$ cat src/design/bmh_pkg.sv
`timescale 1ns / 1ps
`default_nettype none

package bmh_pkg;

    // One heap entry as held in the store
    typedef struct packed {
        logic [15:0] id;
        logic [15:0] primary;
        logic [15:0] secondary;
    } entry_t;

    localparam int ENTRY_W = $bits(entry_t);

    // Command transfer payload
    typedef struct packed {
        logic        action;
        logic [15:0] entry_id;
        logic [15:0] primary_key;
        logic [15:0] secondary_key;
    } cmd_t;

    // Result transfer payload
    typedef struct packed {
        logic [15:0] out_id;
        logic [15:0] out_primary;
        logic [15:0] out_secondary;
        logic [1:0]  status;
        logic [10:0] occupancy;
    } res_t;

    localparam logic ACT_INSERT = 1'b0;
    localparam logic ACT_REMOVE = 1'b1;

    localparam logic [1:0] STATUS_OK    = 2'd0;
    localparam logic [1:0] STATUS_FULL  = 2'd1;
    localparam logic [1:0] STATUS_EMPTY = 2'd2;

    typedef enum logic [3:0] {
        ST_IDLE,
        ST_UP_CHK,
        ST_UP_CMP,
        ST_RM_ROOT,
        ST_RM_LAST,
        ST_RM_MOVE,
        ST_DN_L,
        ST_DN_LD,
        ST_DN_RD,
        ST_DONE
    } state_t;

endpackage

`default_nettype wire

$ cat src/design/bmh_cmp.sv
`timescale 1ns / 1ps
`default_nettype none

module bmh_cmp (
    input  wire bmh_pkg::entry_t a,
    input  wire bmh_pkg::entry_t b,
    output logic                 less
);

    // Order by primary key, then by secondary key; strict
    always_comb
    begin
        if (a.primary != b.primary)
        begin
            less = (a.primary < b.primary);
        end
        else
        begin
            less = (a.secondary < b.secondary);
        end
    end

endmodule

`default_nettype wire

$ cat config.mk
export PLATFORM = sky130hd
export DESIGN_NAME = bmh_cmp
export DESIGN_NICKNAME = d
export VERILOG_FILES = /design/src/design/bmh_pkg.sv /design/src/design/bmh_cmp.sv
export SDC_FILE = /design/constraint.sdc
export NUM_CORES = 1
export LEC_CHECK = 0
export ABC_AREA = 1
export BUFFER_PORTS_ARGS = -buffer_cell sky130_fd_sc_hd__buf_4
export CAP_MARGIN = 20
export CORE_MARGIN = 1
export CORE_UTILIZATION = 39
export DETAILED_ROUTE_END_ITERATION = 16
export PLACE_DENSITY = 0.93
export SYNTH_ARGS = -nofsm -noshare
export SYNTH_HDL_FRONTEND = slang
export SYNTH_SLANG_ARGS = --single-unit
$ cat constraint.sdc
create_clock -name vclk -period 3.5
set_input_delay 0.7 -clock vclk [all_inputs]
set_output_delay 0.7 -clock vclk [all_outputs]
set_load 0.05 [all_outputs]
==> impl_metrics.csv <==
group,metric,value,unit
setup_path,crit_required,2.80,ns
placement,numPortBuffers,65,
routing,dr.pass1.iters,4,
yosys,synth-compound-area-share,9.329,%
global_routing,track_usage,16.24,%
cts,cts_setup_buffers,0,
setup_path,arrival,1.99,ns
timing,timing.final.crit_share,76.97,%
setup_path,cp-start-kind,"input pin",
floorplan,ios,97,
yosys,synth_warnings,0,
yosys,synth_simple_gate_area_share,25.80,%
cts,postCtsHoldBufs,0,
timing,hold_ws,2.002,ns
yosys,synthAdderAreaFrac,45.19,%
routing,wire_per_inst,7.664,um
routing,vias_per_cell,4.458,
power,p_sw,59.35,uW
floorplan,start_util,42.45,%
timing,slew_headroom,90.04,%
yosys,yosys.area.top_type,"ha_1",
placement,place_congestion,0.6964,
setup_path,crit_fanout,2,
global_routing,grt_overflow_total,0,
power,ir_worst_vdd,54.40,uV
finish,area_growth,60.79,%
power,power.internal,81.76,uW
power,comb_power_share,100.0,%
routing,wl,1824,um
yosys,ys_seq_area_share,0,%
timing,rsz0062_at_grt,"no",
power,switching_share,42.06,%
yosys,synthesis.area,858.3,um2
routing,via_count,1061,
power,powerDensity,102.2,nW/um2
status,status,"finished, final reports clean",
global_routing,antenna_found_initial,0,
power,seq_power_share,0,%
yosys,synth_xor_area_share,0,%
yosys,synth_top_family_by_area,"adder cells",
finish,layout.area.seq,0,um2
timing,clock.fmax,371.2,MHz
yosys,yosys-top-cells-area,"ha_1 45%, inv_1 20%, nand2_1 17%, a21oi_1 6.4%, nor2_1 3.1%",
yosys,yosysMostFrequentCell,"inv_1",
global_routing,grt_max_degree,4,
timing,fin_setup_tns,0,ns
cts,cts_resized,0,
finish,seq_cell_count,0,
routing,drt_iter0_drc,3,
yosys,syn_avg_cell_area,5.879,um2
hold_path,hold_path.class,"input pin to output pin",
finish,drive_gt1_share,31.75,%
setup_path,crit_type,"input pin to output pin",
finish,clkbuf_count,0,
finish,n_antenna_cell,0,
setup_path,setup.worst_path.end_class,"output pin",
timing,worst_pin_slew,0.1478,ns
timing,slew_violations,0,
power,pwr-share-clk,0,%
timing,hold_violations,0,
floorplan,fp.dieW,48.91,um
floorplan,die-area,2392,um2
floorplan,die_h,48.91,um
yosys,synth_cell_types,12,
finish,fin_nets,340,
yosys,synthMuxAreaShare,0,%
yosys,synthTopCellsByCount,"45 x inv_1, 40 x nand2_1, 31 x ha_1, 11 x a21oi_1, 7 x nor2_1",
placement,hpwlAfterDp,1801,um
timing,finalSetupViolCount,0,
timing,fin_crit,2.694,ns
floorplan,row_count,16,
global_routing,grt_pass1_vias,956,
yosys,syn_inst,146,
flow_run,maxCapViolations,0,
global_routing,grt_pass1_wl,3277,um
yosys,yosysTopAreaCellShare,45.19,%
floorplan,fp.coreArea,2022,um2
finish,fillers,195,
routing,drc,0,
routing,postRouteAntennaNets,0,
yosys,synth_nets,273,
power,power_leakage,0.0009324,uW
-- worst paths after layout --
check | cells after the start | start | endpoint | slack, ns
worst max-delay path | 11 | a[31] | less | 0.81
worst min-delay path | 7 | a[15] | less | 2.00
-- power by group through the flow --
stage | registers, uW | logic (uW) | clock network, uW
2_1_floorplan | 0 | 71.9 | 0
6_report | 0 | 141 | 0
3_5_place_dp | 0 | 143 | 0
4_1_cts | 0 | 144 | 0
3_3_place_gp | 0 | 138 | 0
5_1_grt | 0 | 164 | 0
-- metrics by stage --
step	cell area [um2]	total power, uW	std cells	util (%)	setup WS, ns
5_1_grt	1380	164.5	238	68.26	0.6597
2_1_floorplan	858.3	71.88	146	-	0.9030
6_report	1380	141.1	238	68.26	0.8061
3_5_place_dp	1380	143.4	238	68.26	0.7904
4_1_cts	1380	144.1	238	68.26	0.7872
3_3_place_gp	1380	137.8	238	68.26	0.8212
-- cells by family (layout without fill, tap and decap cells) --
group / after synthesis / count (layout)
adders and majority gates: 31 / 31
and+or+nand+nor: 55 / 55
buffers and inverters: 45 / 110
AOI/OAI and AO/OA: 15 / 15
-- routing by layer --
layer  share of wire, %  up-vias  track usage (%)
met4               0.82        0            1.471
li1                   -      576                -
met1                 40      446            16.85
met5                  0        -                0
met2                 53       37            35.42
met3                5.6        2           0.9346
-- critical path, cell delays in order --
cell and delay, ns:
buf_4 0.11, ha_1 0.29, nand2_1 0.09, nor2_2 0.12, nand2_1 0.09, nor2_2 0.13, nand3b_1 0.08, nor2_1 0.09
nand2_1 0.06, nand2_1 0.05, buf_4 0.19
-- area by class of cell --
class	count	area [um2]	area share, %
multi-input cells	101	689.4	49.95
well taps	27	33.78	2.448
inverters	45	168.9	12.24
repair buffers	65	488.0	35.36
-- placed cells by master, fill, tap and decap left out, types with 2 or more instances in the layout --
cell     synthesis  layout
ha_1            31      31
inv_1           45      45
buf_4            0      65
o21ai_0          2       2
nand3_1          4       4
nor2_2           2       2
nor2_1           7       7
nand2_1         40      40
a21oi_1         11      11
Power figures use the tool's default switching activity.
